[src/design/bnc_pkg.sv]
// Shared types, register codes and the neighbour count function of the neighbour counter.
`default_nettype none
package bnc_pkg;

	localparam logic REG_FRAME_ROWS = 1'b0;
	localparam logic REG_FRAME_COLS = 1'b1;

	typedef struct packed {
		logic ge2;
		logic up;
		logic cur;
		logic left;
		logic here;
	} item_flags_t;

	// Window bit wc*3+wr holds row wr, column wc; the centre sits at (1,1) or shifts to
	// the bottom row or right column, where the missing row or column lies outside the frame.
	function automatic logic [3:0] count_around(input logic [8:0] win, input logic row_low,
		input logic col_right);
		logic [3:0] sum;
		int cr;
		int cc;
		sum = '0;
		cr = row_low ? 2 : 1;
		cc = col_right ? 2 : 1;
		for (int wc = 0; wc < 3; wc++) begin
			for (int wr = 0; wr < 3; wr++) begin
				if (wr >= cr - 1 && wc >= cc - 1 && !(wr == cr && wc == cc)) begin
					sum = sum + 4'(win[wc * 3 + wr]);
				end
			end
		end
		return sum;
	endfunction

endpackage
`default_nettype wire

[src/design/binary_neighbour_count_3x3.sv]
// Top level of the streaming binary 3x3 neighbour counter.
`default_nettype none
// Samples of a frame enter in raster order and are binarized by sign (negative gives zero);
// each result reports how many of a pixel's eight neighbours are one, counting pixels outside
// the frame as zero. A result appears once its last neighbour has arrived, normally for the
// pixel one row up and one column left, with extra results at the last column and in the last
// row (up to four on the final pixel, the last of them marked with frame_end). One sample is
// accepted per clock cycle while results are taken and each sample yields at most one result;
// for more, the input holds while the result register emits them one per cycle. A sample passes
// the line store read, window update and result register. Writing frame_rows or frame_cols
// restarts the frame; the user must write them only while no results are outstanding, which the
// block does not enforce. The line stores have no reset and need no clearing pass.
module binary_neighbour_count_3x3 #(
	parameter int MAX_DIM = 128
) (
	input  wire logic        clk,
	input  wire logic        arst_n,
	input  wire logic        psel,
	input  wire logic        penable,
	input  wire logic        pwrite,
	input  wire logic [2:0]  paddr,
	input  wire logic [31:0] pwdata,
	output logic      [31:0] prdata,
	output logic             pready,
	input  wire logic        sample_valid,
	output logic             sample_ready,
	input  wire logic [15:0] sample,
	output logic             result_valid,
	input  wire logic        result_ready,
	output logic      [6:0]  out_row,
	output logic      [6:0]  out_col,
	output logic      [3:0]  neighbour_count,
	output logic             frame_end
);

	localparam int PW = $clog2(MAX_DIM);

	function automatic logic [PW-1:0] dim_last(input logic [7:0] v);
		logic [31:0] w;
		w = 32'(v);
		if (w == 32'd0) begin
			w = 32'd1;
		end else if (w > 32'(MAX_DIM)) begin
			w = 32'(MAX_DIM);
		end
		w = w - 32'd1;
		return w[PW-1:0];
	endfunction

	logic [7:0]  frame_rows_q;
	logic [7:0]  frame_cols_q;
	logic        cfg_wr;
	logic [PW-1:0] last_row;
	logic [PW-1:0] last_col;
	logic [PW-1:0] row_q;
	logic [PW-1:0] col_q;
	logic        in_acc;
	bnc_pkg::item_flags_t in_flags;

	logic        valid_s1;
	bnc_pkg::item_flags_t flags_s1;
	logic        bit_s1;
	logic [PW-1:0] row_s1;
	logic [PW-1:0] col_s1;
	logic        older_rd;
	logic        newer_rd;

	logic [8:0]  win_s2;
	logic [3:0]  pend_s2;
	logic        last_s2;
	logic [PW-1:0] row_s2;
	logic [PW-1:0] col_s2;

	logic        emit;
	logic [3:0]  pick;
	logic [3:0]  pend_next;
	logic        s2_free;
	logic        s2_load;
	logic [2:0]  new_col;
	logic        sel_row;
	logic        sel_col;
	logic [PW-1:0] res_row;
	logic [PW-1:0] res_col;
	logic [31:0] res_row_w;
	logic [31:0] res_col_w;

	assign pready = 1'b1;
	assign cfg_wr = psel && penable && pwrite;
	assign last_row = dim_last(frame_rows_q);
	assign last_col = dim_last(frame_cols_q);

	always_ff @(posedge clk or negedge arst_n) begin
		if (!arst_n) begin
			frame_rows_q <= 8'd1;
			frame_cols_q <= 8'd1;
		end else if (cfg_wr) begin
			case (paddr[2])
				bnc_pkg::REG_FRAME_ROWS: frame_rows_q <= pwdata[7:0];
				bnc_pkg::REG_FRAME_COLS: frame_cols_q <= pwdata[7:0];
				default: ;
			endcase
		end
	end

	always_comb begin
		case (paddr[2])
			bnc_pkg::REG_FRAME_ROWS: prdata = {24'd0, frame_rows_q};
			bnc_pkg::REG_FRAME_COLS: prdata = {24'd0, frame_cols_q};
			default: prdata = '0;
		endcase
	end

	assign in_acc = sample_valid && sample_ready;

	always_comb begin
		in_flags.ge2  = row_q >= PW'(2);
		in_flags.up   = row_q != '0;
		in_flags.cur  = row_q == last_row;
		in_flags.left = col_q != '0;
		in_flags.here = col_q == last_col;
	end

	always_ff @(posedge clk or negedge arst_n) begin
		if (!arst_n) begin
			row_q <= '0;
			col_q <= '0;
		end else if (cfg_wr) begin
			row_q <= '0;
			col_q <= '0;
		end else if (in_acc) begin
			if (in_flags.here) begin
				col_q <= '0;
				row_q <= in_flags.cur ? '0 : row_q + PW'(1);
			end else begin
				col_q <= col_q + PW'(1);
			end
		end
	end

	bnc_line_buf #(
		.DEPTH(MAX_DIM),
		.AW(PW)
	) u_line_buf (
		.clk(clk),
		.en(in_acc),
		.addr(col_q),
		.bit_in(~sample[15]),
		.older_rd(older_rd),
		.newer_rd(newer_rd)
	);

	// Result selection: pending bits in raster order (row above then current row,
	// column to the left then current column).
	assign emit = (pend_s2 != '0) && (!result_valid || result_ready);
	assign pick = pend_s2 & (~pend_s2 + 4'd1);
	assign pend_next = emit ? (pend_s2 & ~pick) : pend_s2;
	assign s2_free = (pend_s2 == '0) || (emit && pend_next == '0);
	assign s2_load = valid_s1 && s2_free;
	assign sample_ready = !valid_s1 || s2_free;

	always_ff @(posedge clk or negedge arst_n) begin
		if (!arst_n) begin
			valid_s1 <= 1'b0;
		end else if (in_acc) begin
			valid_s1 <= 1'b1;
		end else if (s2_load) begin
			valid_s1 <= 1'b0;
		end
	end

	always_ff @(posedge clk) begin
		if (in_acc) begin
			flags_s1 <= in_flags;
			bit_s1 <= ~sample[15];
			row_s1 <= row_q;
			col_s1 <= col_q;
		end
	end

	assign new_col = {bit_s1, flags_s1.up & newer_rd, flags_s1.ge2 & older_rd};

	always_ff @(posedge clk or negedge arst_n) begin
		if (!arst_n) begin
			pend_s2 <= '0;
			win_s2 <= '0;
		end else if (s2_load) begin
			pend_s2 <= {flags_s1.cur & flags_s1.here, flags_s1.cur & flags_s1.left,
				flags_s1.up & flags_s1.here, flags_s1.up & flags_s1.left};
			win_s2 <= flags_s1.left ? {new_col, win_s2[8:3]} : {new_col, 6'd0};
		end else begin
			pend_s2 <= pend_next;
		end
	end

	always_ff @(posedge clk) begin
		if (s2_load) begin
			last_s2 <= flags_s1.cur & flags_s1.here;
			row_s2 <= row_s1;
			col_s2 <= col_s1;
		end
	end

	assign sel_row = pick[2] | pick[3];
	assign sel_col = pick[1] | pick[3];
	assign res_row = sel_row ? row_s2 : row_s2 - PW'(1);
	assign res_col = sel_col ? col_s2 : col_s2 - PW'(1);
	assign res_row_w = 32'(res_row);
	assign res_col_w = 32'(res_col);

	always_ff @(posedge clk or negedge arst_n) begin
		if (!arst_n) begin
			result_valid <= 1'b0;
		end else if (emit) begin
			result_valid <= 1'b1;
		end else if (result_ready) begin
			result_valid <= 1'b0;
		end
	end

	always_ff @(posedge clk) begin
		if (emit) begin
			out_row <= res_row_w[6:0];
			out_col <= res_col_w[6:0];
			neighbour_count <= bnc_pkg::count_around(win_s2, sel_row, sel_col);
			frame_end <= last_s2 && (pend_next == '0);
		end
	end

	a_stall_has_item: assert property (@(posedge clk) disable iff (!arst_n)
		!sample_ready |-> valid_s1)
		else $error("Input stalled with an empty first stage.");

	a_count_range: assert property (@(posedge clk) disable iff (!arst_n)
		result_valid |-> neighbour_count <= 4'd8)
		else $error("Neighbour count above eight.");

	a_upper_row_exists: assert property (@(posedge clk) disable iff (!arst_n)
		(pend_s2[0] || pend_s2[1]) |-> row_s2 != '0)
		else $error("Result pending for a row above row zero.");

	a_left_col_exists: assert property (@(posedge clk) disable iff (!arst_n)
		(pend_s2[0] || pend_s2[2]) |-> col_s2 != '0)
		else $error("Result pending for a column left of column zero.");

endmodule
`default_nettype wire

[src/design/bnc_line_buf.sv]
// Two one-bit line stores holding the binarized previous two rows.
`default_nettype none
module bnc_line_buf #(
	parameter int DEPTH = 128,
	parameter int AW = 7
) (
	input  wire logic          clk,
	input  wire logic          en,
	input  wire logic [AW-1:0] addr,
	input  wire logic          bit_in,
	output logic               older_rd,
	output logic               newer_rd
);

	logic older_mem [DEPTH];
	logic newer_mem [DEPTH];

	// Read and shift happen at the same edge, so the read sees the values before the write.
	always_ff @(posedge clk) begin
		if (en) begin
			older_rd <= older_mem[addr];
			newer_rd <= newer_mem[addr];
			older_mem[addr] <= newer_mem[addr];
			newer_mem[addr] <= bit_in;
		end
	end

endmodule
`default_nettype wire

[config.mk]
export PLATFORM = sky130hd
export DESIGN_NAME = binary_neighbour_count_3x3
export DESIGN_NICKNAME = d
export VERILOG_FILES = /design/src/design/bnc_pkg.sv /design/src/design/binary_neighbour_count_3x3.sv /design/src/design/bnc_line_buf.sv
export SDC_FILE = /design/constraint.sdc
export NUM_CORES = 1
export LEC_CHECK = 0
export BUFFER_PORTS_ARGS = -buffer_cell sky130_fd_sc_hd__buf_2
export CAP_MARGIN = 0
export CORE_MARGIN = 2
export CORE_UTILIZATION = 25
export CTS_BUF_LIST = sky130_fd_sc_hd__clkbuf_8 sky130_fd_sc_hd__clkbuf_16
export DETAILED_ROUTE_END_ITERATION = 16
export PLACE_DENSITY = 0.39
export SYNTH_ARGS = -nofsm -noshare
export SYNTH_HDL_FRONTEND = slang
export SYNTH_HIERARCHICAL = 1
export SYNTH_SLANG_ARGS = --single-unit
[constraint.sdc]
create_clock -name clk -period 7.8 [get_ports clk]
set_input_delay 1.17 -clock clk [delete_from_list [all_inputs] [get_ports clk]]
set_output_delay 1.17 -clock clk [all_outputs]
set_load 0.05 [all_outputs]
## Word-level counts from Yosys, hierarchy flattened

Memory sizes are Yosys's and may differ from the RTL's. A register that Yosys moved wholly into a read port is not among the register bits.
Index checks and enable logic that the tools add are counted.

- Muxes and demuxes: 42
- Add/subtract/negate cells: 17
- $lt $le $gt $ge: 9
- Reduce and logical (&&, ||, !) cells: 64
- Equality and inequality tests: 6
- Bitwise operators: 14

Operator list:

| cell | number |
|---|---|
| $mux W7 | 13 |
| $mux W4 | 18 |
| $logic_not A32 Y1 | 2 |
| $pmux W32 S2 | 1 |
| $logic_and A1 B1 Y1 | 34 |
| $add A4 B1 Y4 | 8 |
| $sub A7 B1 Y7 const B | 4 |
| $gt A8 B8 Y1 const B | 2 |
| $logic_not A8 Y1 | 2 |
| $add A7 B1 Y7 const B | 2 |
| $eq A7 B7 Y1 | 2 |
| $reduce_bool A7 Y1 | 2 |
| $logic_not A1 Y1 | 11 |
| $and A4 B4 Y4 | 2 |
| $logic_not A4 Y1 | 2 |
| $not A4 Y4 | 2 |
| $reduce_bool A2 Y1 | 4 |
| $ge A7 B2 Y1 const B | 1 |
| $mux W1 | 7 |
| $and A1 B1 Y1 | 6 |
| $ge A1 B3 Y1 const A | 2 |
| $ge A2 B3 Y1 const A | 2 |
| $ge A3 B3 Y1 const A | 2 |
| $mux W6 | 1 |
| other kinds (10) | 20 |

- Memories: 2
- Input port bits: 58
- Register bits: 100
- Word-level logic and storage cells: 178
- Output and inout port bits: 54
- Bits in writable memories: 256

Memory list:

| name | depth | bits a word | read ports | clocked after memory_dff | wr ports | line | text |
|---|---|---|---|---|---|---|---|
| u_line_buf.newer_mem | 128 | 1 | 1 | 0 | 1 | bnc_line_buf.sv:16 | `logic newer_mem [DEPTH];` |
| u_line_buf.older_mem | 128 | 1 | 1 | 1 | 1 | bnc_line_buf.sv:15 | `logic older_mem [DEPTH];` |

## Longest topological paths before layout

- Depth after elaboration: 34
- Mapped depth: 26
- Gate-level depth less buffers: 25

## Hierarchy

The synthesis kept the hierarchy.

Modules (own cells, without submodules):

| module | times used | seq. area each (µm²) | area an instance (µm²) | cells an instance |
|---|---|---|---|---|
| bnc_line_buf | 1 | 7,747.4 | 10,709.0 | 694 |
| binary_neighbour_count_3x3 | 1 | 2,750.1 | 5,589.1 | 521 |

## Worst setup path before layout

No wires, ideal clock.

- Path kind: register to register
- Start: register col_q[0]
- End: register u_line_buf.newer_rd (read register of u_line_buf.newer_mem) (data pin)
- Stages on the path, launching flop included: 12
- Required time: 6.922 ns
- Library setup time: 0.878 ns
- Data arrival time: 5.106 ns
- Path slack: 1.817 ns
- Period minus slack after synthesis: 5.983 ns
- Path buffers: 5
- Path through: dfrtp_1 -> buf_6 -> buf_12 -> buf_6 -> buf_6 -> clkbuf_1 -> a31oi_1 -> o21ai_0 -> a21oi_1 -> nor3_1 -> a31oi_1 -> o211ai_1

- Cells in the longest elaborated chain, start to end: 1

RTL lines:

| item | line | text |
|---|---|---|
| from (decl) | binary_neighbour_count_3x3.sv:56 | `logic [PW-1:0] col_q;` |
| from (signal assigned) | binary_neighbour_count_3x3.sv:135 | `col_q <= col_q + PW'(1);` |
| $mem_v2 Z128 W1 | - |  |
| to (decl) | bnc_line_buf.sv:12 | `output logic newer_rd` |

No other way between the ends.
A chain may end at the register's enable or synchronous reset.

## Worst setup path after layout

- Start: register pend_s2[1]
- End: register neighbour_count[3] (data pin)

- Cells in the longest elaborated chain, start to end: 34
- Elaborated cells on any way between the ends: 82
- Classes of those cells: 11 x add/sub; 6 x order compare; 4 x eq/ne; 19 x mux; 4 x bitwise; 38 x reduce/logical

RTL lines:

| item | line | text |
|---|---|---|
| from (decl) | binary_neighbour_count_3x3.sv:69 | `logic [3:0] pend_s2;` |
| from (signal assigned) | binary_neighbour_count_3x3.sv:187 | `pend_s2 <= {flags_s1.cur & flags_s1.here, flags_s1.cur & flags_s1.left,` |
| from (signal assigned) | binary_neighbour_count_3x3.sv:191 | `pend_s2 <= pend_next;` |
| $not A4 Y4 | binary_neighbour_count_3x3.sv:155 | `assign pick = pend_s2 & (~pend_s2 + 4'd1);` |
| $add A4 B1 Y4 | binary_neighbour_count_3x3.sv:155 |  |
| $and A4 B4 Y4 * | binary_neighbour_count_3x3.sv:155 |  |
| $or A1 B1 Y1, on equally long branches | binary_neighbour_count_3x3.sv:203, binary_neighbour_count_3x3.sv:204 |  |
| $mux W2, on equally long branches | bnc_pkg.sv:24, bnc_pkg.sv:25 |  |
| $sub A2 B1 Y3 / $logic_not A32 Y1 (equally long branches) | bnc_pkg.sv:28 | `if (wr >= cr - 1 && wc >= cc - 1 && !(wr == cr && wc == cc)) begin` |
| $ge A1 B3 Y1 / $logic_and A1 B1 Y1 (equally long branches) | bnc_pkg.sv:28 |  |
| $logic_and A1 B1 Y1 / $logic_not A1 Y1 (equally long branches) | bnc_pkg.sv:28 |  |
| [18 not listed] | - |  |
| $add A4 B1 Y4 | bnc_pkg.sv:29 | `sum = sum + 4'(win[wc * 3 + wr]);` |
| $mux W4 | bnc_pkg.sv:28 |  |
| $mux W4 | binary_neighbour_count_3x3.sv:221 | `if (emit) begin` |
| $add A4 B1 Y4 | bnc_pkg.sv:29 |  |
| $mux W4 | bnc_pkg.sv:28 |  |
| $mux W4 | binary_neighbour_count_3x3.sv:221 |  |
| $add A4 B1 Y4 | bnc_pkg.sv:29 |  |
| $mux W4 * | bnc_pkg.sv:28 |  |
| to (signal assigned) | binary_neighbour_count_3x3.sv:224 | `neighbour_count <= bnc_pkg::count_around(win_s2, sel_row, sel_col);` |
| to (decl) | binary_neighbour_count_3x3.sv:32 | `output logic [3:0] neighbour_count,` |

Mark *: on every way between the ends. The rest lies on a longest branch, timed or not. The select of a mux whose other input is x is not followed.

==> impl.org <==
** Outcome
- Status :: finished, final reports clean

** Route
- DRC :: 0
- Via total after detailed routing :: 10,000
- Via density :: 4.67
- After detailed routing, the average wire length per cell comes to between 20 and 25 um.
- In this run the remaining antenna-violating nets after routing total 0.
- Initial DRT Pass Iterations :: 5
- Post-Route WL :: between 40,000 and 50,000 um
- Number of DRC markers in iteration 0 :: 781

** Setup path
- Endpoint class of the critical path :: flop
- Crit path DAT :: 5.96 ns
- Counting both buffers and inverters, the worst setup path holds a total of 0.
- By startpoint and endpoint, the worst setup path is classified as flop to flop.
- Ordered list of cells on the worst path :: nor3_1, nor2_1, nor2b_1, ha_1, and2_1, ha_1, and2_1, ha_1, ha_1, mux2_2, ha_1, nand2b_1, o211ai_1, ha_1, mux2_2, ha_1, o21a_1, ha_1, nand2_1, o21ai_0, nand3_1, xor2_1, mux2i_1, xnor2_1
- Slowest stage cell on the critical path :: sky130_fd_sc_hd__dfrtp_1
- Worst EP required :: ~8.1 ns
- In this run the critical register-to-register path is launched from pend_s2[1].
- The setup check on the worst reg-to-reg path leaves a slack of between 2 and 2.5 ns.
- In this run the number of cells on the critical path is 24.
- For this run, the slowest stage of the critical path takes between 0.5 and 0.6 ns.
- Depth of the worst register-to-register path :: 24
- In this run the worst path has a maximum fanout of 14.
- The endpoint identified for the worst register-to-register timing path is neighbour_count[3].
- The most critical setup path has its endpoint at neighbour_count[3].
- Critical Path Start Type :: flop
- Tracing the worst setup path back leads to its startpoint at pend_s2[1].
- Dominant delay contributor by cell family on the critical path :: adder cells
- The most numerous cell type found on the critical path is sky130_fd_sc_hd__ha_1.

** Floorplanning
- Row generation in the floorplan step produced 93 rows.
- Once the floorplan was initialized, standard cells occupied around 25% of the core.
- Core Box Area :: 64,500 um2
- During I/O placement, the number of pins put on the boundary was approximately 110.
- The floorplan step defined a die boundary enclosing a little under 70,000 um2.
- In this run the vertical extent of the chip is ~260 um.
- Width of the chip :: between 200 and 300 um

** Global route
- Entering global routing, the biggest net connects 87 pins.
- After global routing the overflow that remains totals 0.
- Global-route wire length before repair :: 68,300 um
- Overall fraction of global-route tracks in use :: between 10% and 20%
- Number of global-route vias before repair :: around 10,000
- The initial antenna violation count is 0.

** STA
- # setup viols final :: 0
- Achievable Freq :: between 0.15 and 0.2 GHz
- The final-report max-slew violation count was 0.
- Relative max-transition margin :: between 20% and 30%
- Clock tree skew after final layout :: roughly 0.024 ns
- Shortest period the worst path allows :: approximately 5.7 ns
- Setup repair after global routing left no endpoint under its margin.
- The number of hold-slack violations in the final timing report is 0.
- Share of the clock period used by the worst path :: ~73%
- Final setup TNS :: 0 ns
- Transition time of the tightest slew-check pin :: between 1 and 1.5 ns

** Power and ir drop
- The share of total power dissipated in combinational logic is 30.3%.
- Net switching is 35.7% of the power.
- Psw :: approximately 2.4 mW
- Part of the total power dissipated in the clock network :: about 30%
- Power density normalized to cell area :: 365 nW/um2
- Leakage power figure :: 6.42 nW
- Across the VDD grid, the largest voltage drop is roughly 150 uV.
- Sequential power share :: 40.0%
- The internal portion of the total power is 4.40 mW.

** Placed design
- The number of placed instances, taps included, is 2,073.
- DP Area :: ~17,000 um2
- In this run the tool buffered the top-level ports with 45 buffer cells.
- The HPWL after detailed placement is between 20,000 and 30,000 um.
- The congestion estimate from routability-driven global placement came to roughly 0.77.

** Logic synthesis
- Post-Synthesis Cell Area :: between 15,000 and 20,000 um2
- Synth unique cells :: 83
- Cell count after synthesis :: roughly 1,200
- In this run, synthesis inferred 312 flip-flops with an integrated enable.
- Sequential cells were found to cover about 64% of the synthesized design area.
- For this run, the leading register cell type out of synthesis is sky130_fd_sc_hd__edfxtp_1.
- For this run, asynchronously set or reset flops after synthesis account for between 10 and 15%.
- Number of warnings printed during yosys synthesis :: 6
- Number of register bits inferred by synthesis :: between 300 and 400
- Mean instance size in the synthesized netlist :: around 13 um2

** Final layout
- The library cell used most frequently in the layout, excluding fill and tap cells, is sky130_fd_sc_hd__edfxtp_1.
- After filler insertion, the fill cell instance count of the layout stands at 6,578.
- Number of nets in the finished design :: between 1,000 and 1,500
- Layout cell share with drive strength beyond 1 :: around 17%
- Highest-count cells in the layout ignoring fill and taps :: 312 x sky130_fd_sc_hd__edfxtp_1, 163 x sky130_fd_sc_hd__nor2_1, 104 x sky130_fd_sc_hd__nand2_1, 47 x sky130_fd_sc_hd__mux2_2, 45 x sky130_fd_sc_hd__buf_2
- Final cell count without fillers :: 2,152
- Once layout is done, the placed cells without fillers occupy between 15,000 and 20,000 um2.
- Layout overhead on the synthesized area :: 15.1%
- The number of antenna diodes in the final layout is 0.

** Job
- The tool flagged a number of max-cap violations equal to 0.

** CTS
- Latest clock arrival within the worst-skew pair :: ~0.58 ns
- Number of CTS-inserted buffers :: 43
- Post CTS Setup Buffer Count :: 0
- The tree built by TritonCTS fans out to ~360 sinks.
- The H-tree generated during clock tree synthesis spans 2 levels.
- The tree is rooted in a sky130_fd_sc_hd__clkbuf_16.
- TritonCTS clock tree :: yes
- Once the clock tree was built, the resizer swapped 0 gates to a different size.
- Cts-stage hold buffer count :: 0
- Clock-pin slew was measured on the worst setup and hold paths at ~0.060 ns.
- Counting along the longest clock path gives a buffer depth of 3.

** Min path
- Worst min-delay path category :: flop to flop
metal layers:
metal / vias up / track usage, % / share of wire, %
li1: 4631 / - / -
met1: 5119 / 18.3 / 45
met2: 237 / 22.0 / 48
met3: 60 / 2.12 / 4.8
met4: 0 / 4.42 / 2.4
met5: - / 0 / 0
cell type report:
class                      instances  area [um2]  area share [%]
sequential                       357       10500            56.0
clock inverter                    32         287            1.53
multi-input combinational        771        5280            28.1
timing repair buffer              68         398            2.12
clock buffer                      47        1140            6.09
tap                              855        1070            5.70
inverter                          22        83.8           0.447
flip-flops by register name, indices dropped and copies added (netlist names), 8 cells and up:
| register | count |
|---|---|
| frame_rows_q | 8 |
| frame_cols_q | 8 |
| u_line_buf/older_mem | 128 |
| win_s2 | 9 |
| u_line_buf/newer_mem | 128 |
cells in the mapped netlist, types with 5 or more instances:
library cell / number / share of area, %
sky130_fd_sc_hd__mux2_2: 47 / 3.2
sky130_fd_sc_hd__nor3_1: 23 / 0.71
sky130_fd_sc_hd__clkbuf_1: 31 / 0.71
sky130_fd_sc_hd__nand4_1: 6 / 0.23
sky130_fd_sc_hd__nor2_1: 163 / 3.8
sky130_fd_sc_hd__edfxtp_1: 312 / 57
sky130_fd_sc_hd__inv_1: 21 / 0.48
sky130_fd_sc_hd__buf_4: 26 / 1.2
sky130_fd_sc_hd__nand2b_1: 13 / 0.50
sky130_fd_sc_hd__a22oi_1: 14 / 0.64
sky130_fd_sc_hd__buf_2: 17 / 0.52
sky130_fd_sc_hd__nand2_1: 104 / 2.4
sky130_fd_sc_hd__o21ai_0: 37 / 1.1
sky130_fd_sc_hd__nor2b_1: 17 / 0.65
sky130_fd_sc_hd__xnor2_1: 21 / 1.1
sky130_fd_sc_hd__mux2i_1: 33 / 2.0
sky130_fd_sc_hd__a31oi_1: 6 / 0.23
sky130_fd_sc_hd__a221oi_1: 24 / 1.3
sky130_fd_sc_hd__mux2_1: 7 / 0.48
sky130_fd_sc_hd__and3_1: 9 / 0.35
sky130_fd_sc_hd__nor4_1: 5 / 0.19
sky130_fd_sc_hd__a221o_1: 6 / 0.37
sky130_fd_sc_hd__buf_6: 8 / 0.55
sky130_fd_sc_hd__dfrtp_1: 43 / 6.6
sky130_fd_sc_hd__ha_1: 23 / 1.8
sky130_fd_sc_hd__a21oi_1: 25 / 0.77
sky130_fd_sc_hd__mux4_2: 22 / 3.0
sky130_fd_sc_hd__nand3_1: 31 / 0.95
sky130_fd_sc_hd__xor2_1: 14 / 0.75
sky130_fd_sc_hd__and2_1: 6 / 0.23
through the flow:
| step | power (mW) | hold WS (ns) | util, % | setup WS [ns] |
|---|---|---|---|---|
| floorplan | 4.24 | 0.400 | - | 1.82 |
| global placement | 4.88 | 0.405 | 26.9 | 2.19 |
| detailed placement | 4.89 | 0.405 | 26.9 | 2.13 |
| CTS | 6.95 | 0.420 | 29.1 | 2.09 |
| global route | 7.23 | 0.419 | 29.1 | 1.72 |
| finish | 6.84 | 0.418 | 29.1 | 2.14 |
worst reg2reg max path: cells and delay by family, from the launching register on:
| family | cells | cell delay (ns) |
|---|---|---|
| AO/OA/AOI/OAI | 3 | 0.56 |
| XOR/XNOR | 2 | 0.25 |
| adder cells (fa/ha/maj) | 8 | 2.19 |
| flip-flops | 1 | 0.54 |
| multiplexers | 3 | 0.73 |
| AND/OR/NAND/NOR | 8 | 1.12 |
how the worst min path moves through the flow:
stage	start	to	cells after the start
after global routing	row_s1[4]	row_s2[4]	0
after detailed placement	col_s1[0]	col_s2[0]	0
after global placement	col_s1[0]	col_s2[0]	0
after CTS	row_s1[0]	row_s2[0]	0
after floorplan	col_s1[0]	col_s2[0]	0
final	row_s1[4]	row_s2[4]	0
power by group through the flow:
stage / clock (mW) / sequential (mW) / combinational [mW]
floorplan: 0 / 2.86 / 1.38
global placement: 0 / 2.79 / 2.10
detailed placement: 0 / 2.79 / 2.10
CTS: 2.09 / 2.75 / 2.11
global route: 2.16 / 2.78 / 2.29
finish: 2.03 / 2.74 / 2.07
cells by family (layout without fill, tap and decap cells):
| family | Yosys count | after routing | share of synthesized area, % |
|---|---|---|---|
| AO/OA/AOI/OAI | 169 | 169 | 7.52 |
| multiplexers | 110 | 110 | 8.96 |
| buffers and inverters | 110 | 169 | 3.75 |
| adder cells (fa/ha/maj) | 24 | 24 | 1.83 |
| flip-flops | 357 | 357 | 64.4 |
| AND/OR/NAND/NOR | 408 | 408 | 11.6 |
| other | 2 | 25 | 0.0461 |
| XOR/XNOR | 35 | 35 | 1.88 |
Power figures use the tool's default switching activity.
